$ cat config.mk
export PLATFORM = sky130hd
export DESIGN_NAME = websocket_frame_deframer_top_flat
export DESIGN_NICKNAME = d
export VERILOG_FILES = /design/src/sv/wsdf_pkg.sv /design/src/sv/wsdf_in_if.sv /design/src/sv/wsdf_out_if.sv /design/src/sv/websocket_frame_deframer_top.sv /design/src/flat_wrapper.sv
export SDC_FILE = /design/constraint.sdc
export NUM_CORES = 1
export LEC_CHECK = 0
export ABC_AREA = 1
export BUFFER_PORTS_ARGS = -buffer_cell sky130_fd_sc_hd__buf_2
export CORE_MARGIN = 1
export CORE_UTILIZATION = 38
export CTS_CLUSTER_SIZE = 14
export DETAILED_ROUTE_END_ITERATION = 7
export PLACE_DENSITY = 0.5
export SLEW_MARGIN = 20
export SYNTH_ARGS = -nofsm -noshare
export SYNTH_HDL_FRONTEND = slang
export SYNTH_SLANG_ARGS = --single-unit
$ cat constraint.sdc
create_clock -name clk -period 3.3 [get_ports clk]
set_input_delay 0.495 -clock clk [delete_from_list [all_inputs] [get_ports clk]]
set_output_delay 0.495 -clock clk [all_outputs]
set_load 0.01 [all_outputs]
$ cat src/sv/wsdf_pkg.sv
// Package: types and constants of the WebSocket frame deframer.
`timescale 1ns / 1ps
`default_nettype none
package wsdf_pkg;

    typedef enum logic [2:0] {
        PH_HDR0    = 3'd0,
        PH_HDR1    = 3'd1,
        PH_EXTLEN  = 3'd2,
        PH_MASK    = 3'd3,
        PH_PAYLOAD = 3'd4,
        PH_DONE    = 3'd5
    } phase_t;

    typedef enum logic [1:0] {
        ST_PROGRESS = 2'd0,
        ST_COMPLETE = 2'd1,
        ST_SHORT    = 2'd2
    } status_t;

    localparam logic [6:0] LEN_EXT16  = 7'd126;
    localparam logic [6:0] LEN_EXT64  = 7'd127;
    localparam logic [3:0] EXT16_BYTES = 4'd2;
    localparam logic [3:0] EXT64_BYTES = 4'd8;
    localparam logic [2:0] KEY_BYTES   = 3'd4;

    typedef struct packed {
        logic       has_data;
        logic [7:0] data_byte;
        logic       payload_final;
        logic       end_of_buffer;
        logic [1:0] frame_status;
        logic       fin_bit;
        logic [3:0] frame_opcode;
    } res_t;

endpackage
`default_nettype wire

$ cat src/sv/wsdf_in_if.sv
// Input channel interface: raw buffer bytes with buffer-end flag.
`timescale 1ns / 1ps
`default_nettype none
interface wsdf_in_if;
    logic       valid;
    logic       ready;
    logic [7:0] in_byte;
    logic       buffer_end;

    modport source (output valid, output in_byte, output buffer_end, input ready);
    modport sink   (input valid, input in_byte, input buffer_end, output ready);
endinterface
`default_nettype wire

$ cat src/sv/wsdf_out_if.sv
// Output channel interface: unmasked payload bytes and frame status.
`timescale 1ns / 1ps
`default_nettype none
interface wsdf_out_if;
    logic       valid;
    logic       ready;
    logic       has_data;
    logic [7:0] data_byte;
    logic       payload_final;
    logic       end_of_buffer;
    logic [1:0] frame_status;
    logic       fin_bit;
    logic [3:0] frame_opcode;

    modport source (output valid, output has_data, output data_byte, output payload_final,
                    output end_of_buffer, output frame_status, output fin_bit,
                    output frame_opcode, input ready);
    modport sink   (input valid, input has_data, input data_byte, input payload_final,
                    input end_of_buffer, input frame_status, input fin_bit,
                    input frame_opcode, output ready);
endinterface
`default_nettype wire

$ cat src/sv/websocket_frame_deframer_top.sv
// Top level: WebSocket frame deframer, header parse, unmasking and buffer status.
//
// Takes one buffer byte per cycle on in_chan while in_chan.ready is high and parses the
// first frame of the buffer: header, 16/64-bit extended length, optional 4-byte mask key.
// Each payload byte leaves on out_chan unmasked, from the output register; the byte
// flagged buffer_end gives a closing transaction with status complete or too short, and
// all state then returns to reset for the next buffer. Header, key and trailing bytes give
// no transaction. Sustained rate is one byte per cycle while out_chan does not stall, set
// by the per-byte phase update and the 64-bit remaining-length down counter. A two-entry
// output buffer (output register plus skid register) takes one more transaction-producing
// byte while out_chan stalls; in_chan.ready then stays low until the output register drains.
// Bytes that give no transaction keep flowing while only the output register is full.
`timescale 1ns / 1ps
`default_nettype none
module websocket_frame_deframer_top (
    input  wire        clk,
    input  wire        rst_n,
    wsdf_in_if.sink    in_chan,
    wsdf_out_if.source out_chan
);

    wsdf_pkg::phase_t phase_reg, phase_next;
    logic        masked_reg, masked_next;
    logic [3:0]  len_left_reg, len_left_next;
    logic [63:0] remain_reg, remain_next;
    logic [31:0] key_reg, key_next;
    logic [2:0]  key_left_reg, key_left_next;
    logic [1:0]  idx_reg, idx_next;
    logic        fin_reg, fin_next;
    logic [3:0]  opcode_reg, opcode_next;

    wsdf_pkg::res_t out_reg, skid_reg, res;
    logic        out_valid_reg, skid_valid_reg;
    logic        in_take, out_take, res_fire, is_data, is_final;
    logic [63:0] ext_len;
    logic [7:0]  key_byte, b;

    assign b        = in_chan.in_byte;
    assign in_chan.ready = !skid_valid_reg;
    assign in_take  = in_chan.valid && !skid_valid_reg;
    assign out_take = out_valid_reg && out_chan.ready;
    assign ext_len  = {remain_reg[55:0], b};

    always_comb
    begin
        case (idx_reg)
            2'd0:    key_byte = key_reg[31:24];
            2'd1:    key_byte = key_reg[23:16];
            2'd2:    key_byte = key_reg[15:8];
            default: key_byte = key_reg[7:0];
        endcase
    end

    always_comb
    begin
        phase_next    = phase_reg;
        masked_next   = masked_reg;
        len_left_next = len_left_reg;
        remain_next   = remain_reg;
        key_next      = key_reg;
        key_left_next = key_left_reg;
        idx_next      = idx_reg;
        fin_next      = fin_reg;
        opcode_next   = opcode_reg;
        is_data       = 1'b0;
        is_final      = 1'b0;

        unique case (phase_reg)
            wsdf_pkg::PH_HDR0:
            begin
                fin_next    = b[7];
                opcode_next = b[3:0];
                phase_next  = wsdf_pkg::PH_HDR1;
            end
            wsdf_pkg::PH_HDR1:
            begin
                masked_next = b[7];
                remain_next = '0;
                if (b[6:0] == wsdf_pkg::LEN_EXT16)
                begin
                    len_left_next = wsdf_pkg::EXT16_BYTES;
                    phase_next    = wsdf_pkg::PH_EXTLEN;
                end
                else if (b[6:0] == wsdf_pkg::LEN_EXT64)
                begin
                    len_left_next = wsdf_pkg::EXT64_BYTES;
                    phase_next    = wsdf_pkg::PH_EXTLEN;
                end
                else
                begin
                    remain_next = {57'd0, b[6:0]};
                    if (b[7])
                    begin
                        key_left_next = wsdf_pkg::KEY_BYTES;
                        phase_next    = wsdf_pkg::PH_MASK;
                    end
                    else
                        phase_next = (b[6:0] == 7'd0) ? wsdf_pkg::PH_DONE
                                                      : wsdf_pkg::PH_PAYLOAD;
                end
            end
            wsdf_pkg::PH_EXTLEN:
            begin
                remain_next   = ext_len;
                len_left_next = len_left_reg - 4'd1;
                if (len_left_reg == 4'd1)
                begin
                    if (masked_reg)
                    begin
                        key_left_next = wsdf_pkg::KEY_BYTES;
                        phase_next    = wsdf_pkg::PH_MASK;
                    end
                    else
                        phase_next = (ext_len == 64'd0) ? wsdf_pkg::PH_DONE
                                                        : wsdf_pkg::PH_PAYLOAD;
                end
            end
            wsdf_pkg::PH_MASK:
            begin
                key_next      = {key_reg[23:0], b};
                key_left_next = key_left_reg - 3'd1;
                if (key_left_reg == 3'd1)
                    phase_next = (remain_reg == 64'd0) ? wsdf_pkg::PH_DONE
                                                       : wsdf_pkg::PH_PAYLOAD;
            end
            wsdf_pkg::PH_PAYLOAD:
            begin
                is_data     = 1'b1;
                idx_next    = idx_reg + 2'd1;
                remain_next = remain_reg - 64'd1;
                if (remain_reg == 64'd1)
                begin
                    is_final   = 1'b1;
                    phase_next = wsdf_pkg::PH_DONE;
                end
            end
            default: ;
        endcase
    end

    always_comb
    begin
        res.has_data      = is_data;
        res.data_byte     = is_data ? (b ^ (masked_reg ? key_byte : 8'd0)) : 8'd0;
        res.payload_final = is_final;
        res.end_of_buffer = in_chan.buffer_end;
        if (!in_chan.buffer_end)
            res.frame_status = wsdf_pkg::ST_PROGRESS;
        else if (phase_next == wsdf_pkg::PH_DONE)
            res.frame_status = wsdf_pkg::ST_COMPLETE;
        else
            res.frame_status = wsdf_pkg::ST_SHORT;
        res.fin_bit       = fin_next;
        res.frame_opcode  = opcode_next;
    end

    assign res_fire = in_take && (is_data || in_chan.buffer_end);

    always_ff @(posedge clk or negedge rst_n)
    begin
        if (!rst_n)
        begin
            phase_reg    <= wsdf_pkg::PH_HDR0;
            masked_reg   <= 1'b0;
            len_left_reg <= '0;
            remain_reg   <= '0;
            key_reg      <= '0;
            key_left_reg <= '0;
            idx_reg      <= '0;
            fin_reg      <= 1'b0;
            opcode_reg   <= '0;
        end
        else if (in_take)
        begin
            if (in_chan.buffer_end)
            begin
                phase_reg    <= wsdf_pkg::PH_HDR0;
                masked_reg   <= 1'b0;
                len_left_reg <= '0;
                remain_reg   <= '0;
                key_reg      <= '0;
                key_left_reg <= '0;
                idx_reg      <= '0;
                fin_reg      <= 1'b0;
                opcode_reg   <= '0;
            end
            else
            begin
                phase_reg    <= phase_next;
                masked_reg   <= masked_next;
                len_left_reg <= len_left_next;
                remain_reg   <= remain_next;
                key_reg      <= key_next;
                key_left_reg <= key_left_next;
                idx_reg      <= idx_next;
                fin_reg      <= fin_next;
                opcode_reg   <= opcode_next;
            end
        end
    end

    // output register plus skid register
    always_ff @(posedge clk or negedge rst_n)
    begin
        if (!rst_n)
        begin
            out_valid_reg  <= 1'b0;
            skid_valid_reg <= 1'b0;
        end
        else if (skid_valid_reg)
        begin
            if (out_take)
                skid_valid_reg <= 1'b0;
        end
        else if (res_fire)
        begin
            if (out_valid_reg && !out_take)
                skid_valid_reg <= 1'b1;
            else
                out_valid_reg <= 1'b1;
        end
        else if (out_take)
            out_valid_reg <= 1'b0;
    end

    always_ff @(posedge clk)
    begin
        if (skid_valid_reg)
        begin
            if (out_take)
                out_reg <= skid_reg;
        end
        else if (res_fire)
        begin
            if (out_valid_reg && !out_take)
                skid_reg <= res;
            else
                out_reg <= res;
        end
    end

    assign out_chan.valid         = out_valid_reg;
    assign out_chan.has_data      = out_reg.has_data;
    assign out_chan.data_byte     = out_reg.data_byte;
    assign out_chan.payload_final = out_reg.payload_final;
    assign out_chan.end_of_buffer = out_reg.end_of_buffer;
    assign out_chan.frame_status  = out_reg.frame_status;
    assign out_chan.fin_bit       = out_reg.fin_bit;
    assign out_chan.frame_opcode  = out_reg.frame_opcode;

endmodule
`default_nettype wire

$ cat src/flat_wrapper.sv
// flat-port wrapper written by rule: the top's interface ports become plain ports
module websocket_frame_deframer_top_flat 
  (clk, rst_n, in_chan_valid, in_chan_in_byte, in_chan_buffer_end, in_chan_ready, out_chan_valid, out_chan_has_data, out_chan_data_byte, out_chan_payload_final, out_chan_end_of_buffer, out_chan_frame_status, out_chan_fin_bit, out_chan_frame_opcode, out_chan_ready);
  wsdf_in_if in_chan_i ();
  wsdf_out_if out_chan_i ();
  input  wire clk;
  input  wire rst_n;
  input wire logic [$bits(in_chan_i.valid)-1:0] in_chan_valid;
  input wire logic [$bits(in_chan_i.in_byte)-1:0] in_chan_in_byte;
  input wire logic [$bits(in_chan_i.buffer_end)-1:0] in_chan_buffer_end;
  output wire logic [$bits(in_chan_i.ready)-1:0] in_chan_ready;
  output wire logic [$bits(out_chan_i.valid)-1:0] out_chan_valid;
  output wire logic [$bits(out_chan_i.has_data)-1:0] out_chan_has_data;
  output wire logic [$bits(out_chan_i.data_byte)-1:0] out_chan_data_byte;
  output wire logic [$bits(out_chan_i.payload_final)-1:0] out_chan_payload_final;
  output wire logic [$bits(out_chan_i.end_of_buffer)-1:0] out_chan_end_of_buffer;
  output wire logic [$bits(out_chan_i.frame_status)-1:0] out_chan_frame_status;
  output wire logic [$bits(out_chan_i.fin_bit)-1:0] out_chan_fin_bit;
  output wire logic [$bits(out_chan_i.frame_opcode)-1:0] out_chan_frame_opcode;
  input wire logic [$bits(out_chan_i.ready)-1:0] out_chan_ready;
  assign in_chan_i.valid = in_chan_valid;
  assign in_chan_i.in_byte = in_chan_in_byte;
  assign in_chan_i.buffer_end = in_chan_buffer_end;
  assign in_chan_ready = in_chan_i.ready;
  assign out_chan_valid = out_chan_i.valid;
  assign out_chan_has_data = out_chan_i.has_data;
  assign out_chan_data_byte = out_chan_i.data_byte;
  assign out_chan_payload_final = out_chan_i.payload_final;
  assign out_chan_end_of_buffer = out_chan_i.end_of_buffer;
  assign out_chan_frame_status = out_chan_i.frame_status;
  assign out_chan_fin_bit = out_chan_i.fin_bit;
  assign out_chan_frame_opcode = out_chan_i.frame_opcode;
  assign out_chan_i.ready = out_chan_ready;
  websocket_frame_deframer_top u_core (.clk(clk), .rst_n(rst_n), .in_chan(in_chan_i), .out_chan(out_chan_i));
endmodule
==> metrics.md, run 1 <==
| Metric | Value |
|---|---|
| WP data required | `between 3 and 4 ns` |
| PortBufs | `32` |
| PostCTS Resize Cnt | `0` |
| Crit path from | `u_core.phase_reg[2]` |
| Maximum clock frequency | `421.1 MHz` |
| Mux contribution to synthesized area | `0%` |
| Post-Synth Adder-Cell Area | `1.487%` |
| Clock sinks | `152` |
| Final hold vios | `0` |
| Final worst-path cycle share | `a little under three quarters` |
| Kind of critical path | `reg2reg` |
| Critical Path End Type | `register` |
| Crit path launch type | `register` |
| Layout cells sized above 1 | `9.811%` |
| Internal power | `roughly 0.0042 W` |
| Clock power frac | `about a quarter` |
| Max VDD drop | `0.3327 mV` |
| Vias per Instance | `5.198` |
| Min Hold Slack | `0.05884 ns` |
| Die area | `approximately 25,000 um^2` |
| Min cycle time layout | `2.375 ns` |
| Avg Cell Area, Syn | `just over 7 um^2` |
| Worst r2r dst | `u_core.remain_reg[6]` |
| Antenna fix cells | `0` |
| Core Region | `approximately 24,000 um^2` |
| Netlist cell types | `43` |
| Post-synthesis compound-gate area fraction | `between 15 and 20%` |
| Final Power | `around 0.0077 W` |
| FF-to-FF Start | `u_core.phase_reg[2]` |
| Setup TNS | `0 ns` |
| CTS tree | `built` |
| Max-cap violations | `0` |
| Unrepaired setup endpoints after global routing | `no` |
| Worst R2R Setup Slack | `0.93 ns` |
| Critical path arrival | `between 2 and 3 ns` |
| Mapped Cells | `1,290` |
| Clock slew at reported path FFs | `roughly 0.07 ns` |
| Logic pwr share | `around 43%` |
| GRT overflow | `0` |
| Post-route setup slack | `approximately 0.93 ns` |
| GP Congestion | `~0.86` |
| Final setup vio count | `0` |
| Global-route wire length before repair | `around 46,000 um` |
| Largest register FFs | `64` |
| Wire per inst | `between 15 and 20 um` |
| DRC Markers | `0` |
| Post-DP Area | `between 9000 and 10,000 um^2` |
| # hold bufs at CTS | `0` |
| Clk buf depth | `2` |
| Worst hold-check path type | `in2async` |
| Largest family of logic cells by synthesized area | `simple AND/OR/NAND/NOR gates` |
| Vias in the first global route | `8,154` |
| Max_slew headroom | `between 50% and 60%` |
| Post-Syn Nets | `1,314` |
| Post-route cell area | `about 10,000 um^2` |
| Final #Nets | `around 1,300` |
| Outcome | `finished clean` |
| Post-synth top area cell | `dfrtp_1` |
| Worst-Skew Late Latency | `about 0.44 ns` |
| GR Util All Layers | `about a quarter` |
| Root Driver | `clkbuf_16` |
| CP max FO | `50` |
| Net Sw Power | `about 0.0035 W` |
| Post-CTS setup buffer count | `0` |
| Post-synth ARST share | `about 76%` |
| Final Max Slew Viols | `0` |
| Hpwl dp | `about 20,000 um` |
| Pre-CTS setup slack | `slightly above 0.9 ns` |
| FP Rows | `56` |
| Die Ht | `158.1 um` |
| Number of DRC markers in iteration 0 | `~660` |
| Worst Tran Pin Value | `~0.61 ns` |
| Post-synthesis share of cell area spent on xor and xnor gates | `less than 1%` |
| Post-synth top flop | `dfrtp_1` |
| Antenna viol nets, final | `0` |
| Layout area overhead | `11.83%` |
| Die Span X | `~160 um` |
| Post-synth EDFFs | `36` |
| Clock Skews | `0.01505 ns` |
| Worst R2R Path Depth | `11` |
| Synthesized flop and latch total | `between 150 and 200` |
| Dominant cells by area after synthesis | `dfrtp_1 31%, nand2_1 14%, edfxtp_1 12%, o21ai_0 8.4%, nor2_1 6.3%` |
| Number of H-tree levels | `4` |
| DRT Pass-1 Iters | `7` |
| Most frequent cell after synthesis | `nand2_1` |
| Flop pwr share | `31.5%` |
| Routed Wire Length | `~28,000 um` |
| Cell Area, Synth | `slightly above 9000 um^2` |
| Warnings, synthesis | `0` |
| Post-synthesis simple-gate area fraction | `between 20 and 30%` |
| Ports | `33` |
| Largest net degree at the start of global routing | `between 60 and 70` |
| Synth cell count leaders | `352 x nand2_1, 156 x nor2_1, 155 x o21ai_0` |
| PD cells | `739.8 nW/um^2` |
| Initial antenna violation count | `0` |
| Initial Util | `roughly two fifths` |
| Yosys top cell area share | `a little under a third` |
| Seq/Total Area, Yosys | `about 43%` |
| Leak | `4.829 nW` |
| Vias | `~8,500` |
| CTS Buf Count | `17` |
| Sw frac | `a little under half` |
==> through the flow <==
step	instances	util, %
floorplan	1290	-
global placement	1612	41.27
detailed placement	1612	41.27
CTS	1644	43.70
global route	1644	43.70
finish	1644	43.70
==> placed cells by master, fill, tap and decap left out, types with 3 or more instances in the layout <==
cell and instances:
nor2_4 11, a31oi_1 10, nand2_4 5, inv_2 7, o21ai_0 154, nor2_1 155
inv_1 138, nand3_2 3, inv_6 3, nand4_1 5, nand2_2 6, o21bai_1 4
buf_4 15, a22oi_1 3, edfxtp_1 36, o21ai_1 23, o22ai_1 47, nand3_1 61
a21oi_1 54, dfrtp_1 116, nand2_1 352, nor2_2 11, ha_1 11, clkbuf_16 17
buf_2 31, xor2_1 6, inv_8 6, inv_4 3, nor3_1 8
==> power groups by stage <==
stage / registers, W / clock network [W] / logic (W)
6_report: 0.00241 / 0.00197 / 0.00328
5_1_grt: 0.00244 / 0.00209 / 0.00371
4_1_cts: 0.00241 / 0.00201 / 0.00327
3_5_place_dp: 0.00244 / 0 / 0.00325
3_3_place_gp: 0.00244 / 0 / 0.00324
2_1_floorplan: 0.00244 / 0 / 0.00228
==> layer usage <==
layer | GRT usage [%] | wire length [um] | vias to the layer above
met5 | 0 | 0 | -
met4 | 4.991 | 212 | 0
met3 | 4.243 | 1472 | 16
met2 | 35.10 | 11820 | 224
met1 | 36.95 | 14640 | 4012
li1 | - | - | 4294
==> kinds of logic after synthesis <==
group | Yosys count
AO/OA/AOI/OAI | 305
XOR/XNOR | 6
adder cells (fa/ha/maj) | 11
buffers and inverters | 192
flip-flops | 152
AND/OR/NAND/NOR | 624
==> critical path, stage by stage, from the launching register on <==
cell       delay (ns)
dfrtp_1          0.42
inv_1            0.14
nand3_2          0.11
buf_4            0.50
nand3_2          0.15
nand2_1          0.14
o21ai_4          0.07
inv_2            0.33
nor2_4           0.09
nand3_1          0.08
o2bb2ai_1        0.10
o21ai_0          0.09
==> final cells by class <==
class / count / area, um^2
flip-flops and latches: 152 / 3984
well taps: 319 / 399.1
multi-input cells: 946 / 4528
fillers: 2530 / 13330
clock inverters: 14 / 146.4
clock buffers: 18 / 430.4
repair buffers: 48 / 307.8
inverters: 147 / 554.3
==> worst max path at each step <==
stage	end	slack, ns	cells after the start
final	u_core.remain_reg[6]	0.93	11
after global placement	u_core.remain_reg[6]	0.95	11
after global routing	u_core.remain_reg[5]	0.68	11
after CTS	u_core.remain_reg[5]	0.90	11
after detailed placement	u_core.remain_reg[6]	0.91	11
after floorplan	u_core.skid_reg[0]	0.84	7
(Power assumes the default switching activity.)
==> run 2, diff against run 1 <==
==> constraint.sdc (replaced) <==
create_clock -name clk -period 2.2 [get_ports clk]
set_input_delay 0.33 -clock clk [delete_from_list [all_inputs] [get_ports clk]]
set_output_delay 0.33 -clock clk [all_outputs]
set_load 0.01 [all_outputs]
==> run 2 against run 1 <==
Against the previous run: fmax is 15% higher; critical endpoint is now u_core.remain_reg[5]; final cell count is 1.9% higher; largest cell class unchanged; utilization is 1.5 points higher; global-route usage is 1.0 points higher; first-iteration DRC count is 23% higher; highest routed layer unchanged.
==> metrics.md, run 2 (same netlist as run 1, synthesis figures left out) <==
| Metric | Value |
|---|---|
| Outcome | `finished clean` |
| Vias | `8,744 (+2.3%)` |
| Min Hold Slack | `0.2209 ns (+0.1621 ns)` |
| GR Util All Layers | `25.19% (+1.0 points)` |
| Maximum clock frequency | `484.4 MHz (+15%)` |
| PortBufs | `32 (unchanged)` |
| Routed Wire Length | `29,460 um (+4.7%)` |
| CTS tree | `built` |
| Final #Nets | `1,367 (+2.3%)` |
| Antenna viol nets, final | `0 (unchanged)` |
| Post-route setup slack | `0.1355 ns (-0.7897 ns)` |
| Critical path arrival | `2.41 ns (-0.26 ns)` |
| DRC Markers | `0 (unchanged)` |
| Global-route wire length before repair | `47,290 um (+3.2%)` |
| Crit path from | `u_core.phase_reg[2]` |
| Clock sinks | `152 (unchanged)` |
| Ports | `33 (unchanged)` |
| Die area | `24,980 um^2 (unchanged)` |
| Crit path launch type | `register` |
| GP Congestion | `0.8976 (+3.8%)` |
| Vias per Instance | `5.220 (+0.42%)` |
| Pre-CTS setup slack | `0.03108 ns (-0.8776 ns)` |
| Die Ht | `158.1 um (unchanged)` |
| Max_slew headroom | `60.42% (+1.3 points)` |
| Final worst-path cycle share | `93.84% (+22 points)` |
| Most frequent cells in the layout | `352 x nand2_1, 154 x o21ai_0, 150 x nor2_1` |
| Vias in the first global route | `8,273 (+1.5%)` |
| Core Region | `23,680 um^2 (unchanged)` |
| PD cells | `1109 nW/um^2 (+50%)` |
| Wire per inst | `17.59 um (+2.7%)` |
| Hold Crit Start | `out_chan_ready` |
| Layout area overhead | `15.61%` |
| Final hold vios | `0 (unchanged)` |
| Worst-Skew Late Latency | `0.44 ns (about the same)` |
| Die Span X | `158.1 um (unchanged)` |
| DRT Pass-1 Iters | `5 (-2)` |
| Leak | `5.014 nW (+3.8%)` |
| Hpwl dp | `21,170 um (+6.3%)` |
| GRT overflow | `0 (unchanged)` |
| Final Max Slew Viols | `0 (unchanged)` |
| Largest net degree at the start of global routing | `47 (-23%)` |
| Number of DRC markers in iteration 0 | `805 (+23%)` |
| CTS Buf Count | `17 (unchanged)` |
| Commonest non-fill, non-tap cell in the layout | `nand2_1` |
| Kind of critical path | `reg2reg` |
| Critical Path End Type | `register` |
| Clock Skews | `0.01255 ns (-0.002505 ns)` |
| WP data required | `2.54 ns (-1.05 ns)` |
| Worst hold-check path type | `in2reg` |
| Setup TNS | `0 ns (unchanged)` |
| Initial Util | `39.08% (unchanged)` |
| Clk buf depth | `2 (unchanged)` |
| Largest register FFs | `64 (unchanged)` |
| Max-cap violations | `0 (unchanged)` |
| Root Driver | `clkbuf_16` |
| Min cycle time layout | `2.065 ns (-0.3103 ns)` |
| FF-to-FF Start | `u_core.phase_reg[2]` |
| FP Rows | `56 (unchanged)` |
| Number of H-tree levels | `4 (unchanged)` |
| Max VDD drop | `0.4371 mV (+31%)` |
| Antenna fix cells | `0 (unchanged)` |
| Worst Tran Pin Value | `0.5938 ns (-0.01895 ns)` |
| Post-CTS setup buffer count | `0 (unchanged)` |
| Unrepaired setup endpoints after global routing | `no` |
| Clock slew at reported path FFs | `0.07 ns (about the same)` |
| CP max FO | `9 (-82%)` |
| Layout cells sized above 1 | `12.32% (+2.5 points)` |
| Initial antenna violation count | `0 (unchanged)` |
| Final setup vio count | `0 (unchanged)` |
[run 2: changes by cell type in the layout (fill, tap and decap cells not counted), sizes merged]
cell         before  now
dlygate4sd3       0    1
clkinvlp          1    2
clkbuf           18   19
inv             157  154
buf              48   78
bufinv            0    2
clkinv            3    2
[run 2: worst max-delay path, stage by stage, from the launching register on]
cell       delay (ns)
dfrtp_1          0.42
inv_1            0.19
nand3_2          0.20
inv_2            0.21
nor2_4           0.10
nor2_4           0.40
inv_2            0.18
o2bb2ai_1        0.18
o21ai_0          0.09
[run 2: layout make-up]
cell class	count	area, um^2
clock inverters	13	157.7
inverters	147	554.3
flip-flops and latches	152	3984
repair buffers	79	605.6
fillers	2504	12980
clock buffers	19	442.9
multi-input cells	946	4557
well taps	319	399.1
[run 2: metrics by stage]
stage	utilization (%)	instances	power (W)	instance area [um^2]
floorplan	-	1290	0.007085	9261
global placement	42.51	1642	0.008688	10070
detailed placement	42.51	1642	0.008722	10070
CTS	45.09	1675	0.01185	10680
global route	45.18	1675	0.01269	10700
finish	45.18	1675	0.01186	10700
[run 2: path summary, 6_finish.rpt]
check,cells past startpoint,to,slack [ns]
worst max-delay path,8,u_core.remain_reg[5],0.14
worst min-delay path,4,u_core.out_chan.valid,0.22
worst max register to register,8,u_core.remain_reg[5],0.14
worst min register to register,2,u_core.key_reg[28],0.51
max in group asynchronous,3,u_core.remain_reg[31],1.09
min in group asynchronous,2,u_core.out_chan.valid,0.43
[run 2: metal layers]
| metal | up-vias | global-route usage [%] | wire length, um |
|---|---|---|---|
| met4 | 0 | 5.220 | 297 |
| met2 | 240 | 36.25 | 12280 |
| met1 | 4136 | 39.41 | 15380 |
| met5 | - | 0 | 0 |
| met3 | 18 | 3.613 | 1502 |
| li1 | 4350 | - | - |
[run 2: timing repair]
item | in CTS | in global routing
hold endpoints to repair | 33 | 0
hold buffers | 1 | 0
gates resized for setup | 0 | 8
setup endpoints to repair | 0 | 15
[run 2: power breakdown]
part	total (W)	internal [W]	switching, W
sequential	0.00361	0.00337	0.000247
combinational	0.00516	0.00152	0.00363
clock	0.00309	0.00174	0.00135
total	0.0119	0.00663	0.00523
==> run 3, diff against run 2 <==
==> constraint.sdc (replaced) <==
create_clock -name clk -period 2.4 [get_ports clk]
set_input_delay 0.36 -clock clk [delete_from_list [all_inputs] [get_ports clk]]
set_output_delay 0.36 -clock clk [all_outputs]
set_load 0.01 [all_outputs]
==> run 3 against run 2 <==
Against the previous run: critical path depth increased by 3; combinational power down 11%; clock power shrank 11%; sequential cell count unchanged; clock skew about the same.
==> metrics.md, run 3 (same netlist as run 1, synthesis figures left out) <==
| Metric | Value |
|---|---|
| Clock Skews | `0.01274 ns (+0.0001890 ns)` |
| Kind of critical path | `reg2reg` |
| Max_slew headroom | `53.43% (-7.0 points)` |
| FF-to-FF Start | `u_core.remain_reg[0]` |
| Commonest non-fill, non-tap cell in the layout | `nand2_1` |
| Worst-Skew Late Latency | `0.44 ns (about the same)` |
| Post-CTS setup buffer count | `0 (unchanged)` |
| Leak | `4.931 nW (-1.7%)` |
| GR Util All Layers | `24.81% (-0.38 points)` |
| Hold Crit Start | `out_chan_ready` |
| WP data required | `2.69 ns (+0.15 ns)` |
| Root Driver | `clkbuf_16` |
| Hold depth | `4 (unchanged)` |
| Layout area overhead | `13.79%` |
| CTS Buf Count | `17 (unchanged)` |
| Maximum clock frequency | `458.4 MHz (-5.4%)` |
| Die Ht | `158.1 um (unchanged)` |
| Worst R2R Path Depth | `11 (+3)` |
| Number of DRC markers in iteration 0 | `628 (-22%)` |
| Critical Path End Type | `register` |
| Final Max Slew Viols | `0 (unchanged)` |
| Kind of cell adding the most delay to the critical path | `simple AND/OR/NAND/NOR gates` |
| Clock sinks | `152 (unchanged)` |
| Die area | `24,980 um^2 (unchanged)` |
| Vias per Instance | `5.186 (-0.65%)` |
| Clock slew at reported path FFs | `0.07 ns (about the same)` |
| Crit path launch type | `register` |
| Unrepaired setup endpoints after global routing | `no` |
| Routed Wire Length | `28,620 um (-2.9%)` |
| Wire per inst | `17.19 um (-2.3%)` |
| Final setup vio count | `0 (unchanged)` |
| Clk buf depth | `2 (unchanged)` |
| Initial Util | `39.08% (unchanged)` |
| Initial antenna violation count | `0 (unchanged)` |
| PostCTS Resize Cnt | `0 (unchanged)` |
| Most frequent cells in the layout | `352 x nand2_1, 155 x nor2_1, 154 x o21ai_0` |
| Final Power | `0.01067 W (-10%)` |
| Max-cap violations | `0 (unchanged)` |
| Fill count | `2,535 (+1.2%)` |
| Vias | `8,635 (-1.2%)` |
| WHS Endpoint | `u_core.skid_valid_reg` |
| Global-route wire length before repair | `46,950 um (-0.73%)` |
| PD cells | `1013 nW/um^2 (-8.6%)` |
| Outcome | `finished clean` |
| Die Span X | `158.1 um (unchanged)` |
| Worst hold-check path type | `in2reg` |
| DRT Pass-1 Iters | `5 (unchanged)` |
| Worst r2r dst | `u_core.remain_reg[62]` |
| Worst Tran Pin Value | `0.6985 ns (+0.1047 ns)` |
| Critical path arrival | `2.47 ns (+0.06 ns)` |
| Hpwl dp | `20,860 um (-1.5%)` |
| DRC Markers | `0 (unchanged)` |
| Antenna viol nets, final | `0 (unchanged)` |
| Largest net degree at the start of global routing | `50 (+6.4%)` |
| CTS tree | `built` |
| Ports | `33 (unchanged)` |
| CP peak stage delay | `0.39 ns (-0.03 ns)` |
| Critical path, cell by cell | `inv_1 > ha_1 > inv_1 > nor2_2 > nand2_1 > nor2_1 > nand3_1 > nand3_1 > o21ai_1 > nand2_1 > o21ai_0` |
| Largest register FFs | `64 (unchanged)` |
| Setup TNS | `0 ns (unchanged)` |
| Worst R2R Setup Slack | `0.22 ns (+0.08 ns)` |
| Final #Nets | `1,357 (-0.73%)` |
| Vias in the first global route | `8,207 (-0.80%)` |
| Final worst-path cycle share | `90.89% (-2.9 points)` |
| PortBufs | `32 (unchanged)` |
| GRT overflow | `0 (unchanged)` |
| GP Congestion | `0.8910 (-0.74%)` |
| Min cycle time layout | `2.181 ns (+0.1169 ns)` |
| Max VDD drop | `0.4134 mV (-5.4%)` |
| CP max stage cell | `dfrtp_1` |
| CP max FO | `7 (-2)` |
| Final hold vios | `0 (unchanged)` |
| Number of H-tree levels | `4 (unchanged)` |
| Crit path buf inv count | `2 (-1)` |
| Antenna fix cells | `0 (unchanged)` |
| FP Rows | `56 (unchanged)` |
| Core Region | `23,680 um^2 (unchanged)` |
| Layout cells sized above 1 | `11.07% (-1.2 points)` |
run 3: changes by cell type in the layout (fill, tap and decap cells not counted), sizes merged:
cell | before | now
clkinv | 2 | 5
clkbuf | 19 | 18
inv | 154 | 153
buf | 78 | 68
bufinv | 2 | 1
run 3: worst reg2reg max path: stages, from the launching register on:
cell and delay (ns):
dfrtp_1 0.39, inv_1 0.21, ha_1 0.28, inv_1 0.10
nor2_2 0.29, nand2_1 0.18, nor2_1 0.22, nand3_1 0.10
nand3_1 0.08, o21ai_1 0.06, nand2_1 0.06, o21ai_0 0.07
run 3: per-layer routing:
layer  GRT usage, %  vias to the layer above  share of wire, %  wire (um)
li1               -                     4334                 -          -
met1          38.76                     4072                53      15060
met2          35.26                      216                41      11820
met3          4.736                       13               5.5       1582
met4          4.167                        0              0.57        162
met5              0                        -                 0          0
run 3: metrics by stage:
stage / utilization, % / area (um^2) / hold slack, ns / cells / setup WS (ns)
after floorplan: - / 9255 / 0.06441 / 1290 / 0.02543
after global placement: 41.95 / 9936 / 0.4528 / 1632 / 0.2870
after detailed placement: 41.95 / 9936 / 0.4399 / 1632 / 0.2666
after CTS: 44.47 / 10530 / 0.2537 / 1665 / 0.2401
after global routing: 44.47 / 10530 / 0.2814 / 1665 / 0.03271
final: 44.47 / 10530 / 0.2607 / 1665 / 0.2185
run 3: cell type report:
cell class / count / area (um^2) / area share (%)
repair buffers: 69 / 480.5 / 4.562
clock buffers: 18 / 429.2 / 4.075
clock inverters: 14 / 156.4 / 1.485
inverters: 147 / 554.3 / 5.263
multi-input cells: 946 / 4528 / 43.00
well taps: 319 / 399.1 / 3.790
flip-flops and latches: 152 / 3984 / 37.83
run 3: power by group:
group | leakage (nW) | total (W) | internal [W] | switching, W
clock | 0.281 | 0.00274 | 0.00148 | 0.00127
sequential | 1.93 | 0.00331 | 0.00308 | 0.000228
combinational | 2.72 | 0.00461 | 0.00133 | 0.00328
total | 4.93 | 0.0107 | 0.00590 | 0.00477
run 3: timing repair:
item	4_1_cts	5_1_grt
setup endpoints to repair	0	0
hold buffers	1	0
endpoints found under the hold margin	44	0
run 3: worst max path at each step:
stage	startpoint	end	cells after the start
after floorplan	u_core.phase_reg[1]	u_core.skid_reg[0]	6
after global placement	u_core.remain_reg[0]	u_core.remain_reg[62]	11
after detailed placement	u_core.remain_reg[0]	u_core.remain_reg[62]	11
after CTS	u_core.remain_reg[0]	u_core.remain_reg[62]	11
after global routing	u_core.remain_reg[0]	u_core.remain_reg[54]	11
final	u_core.remain_reg[0]	u_core.remain_reg[62]	11
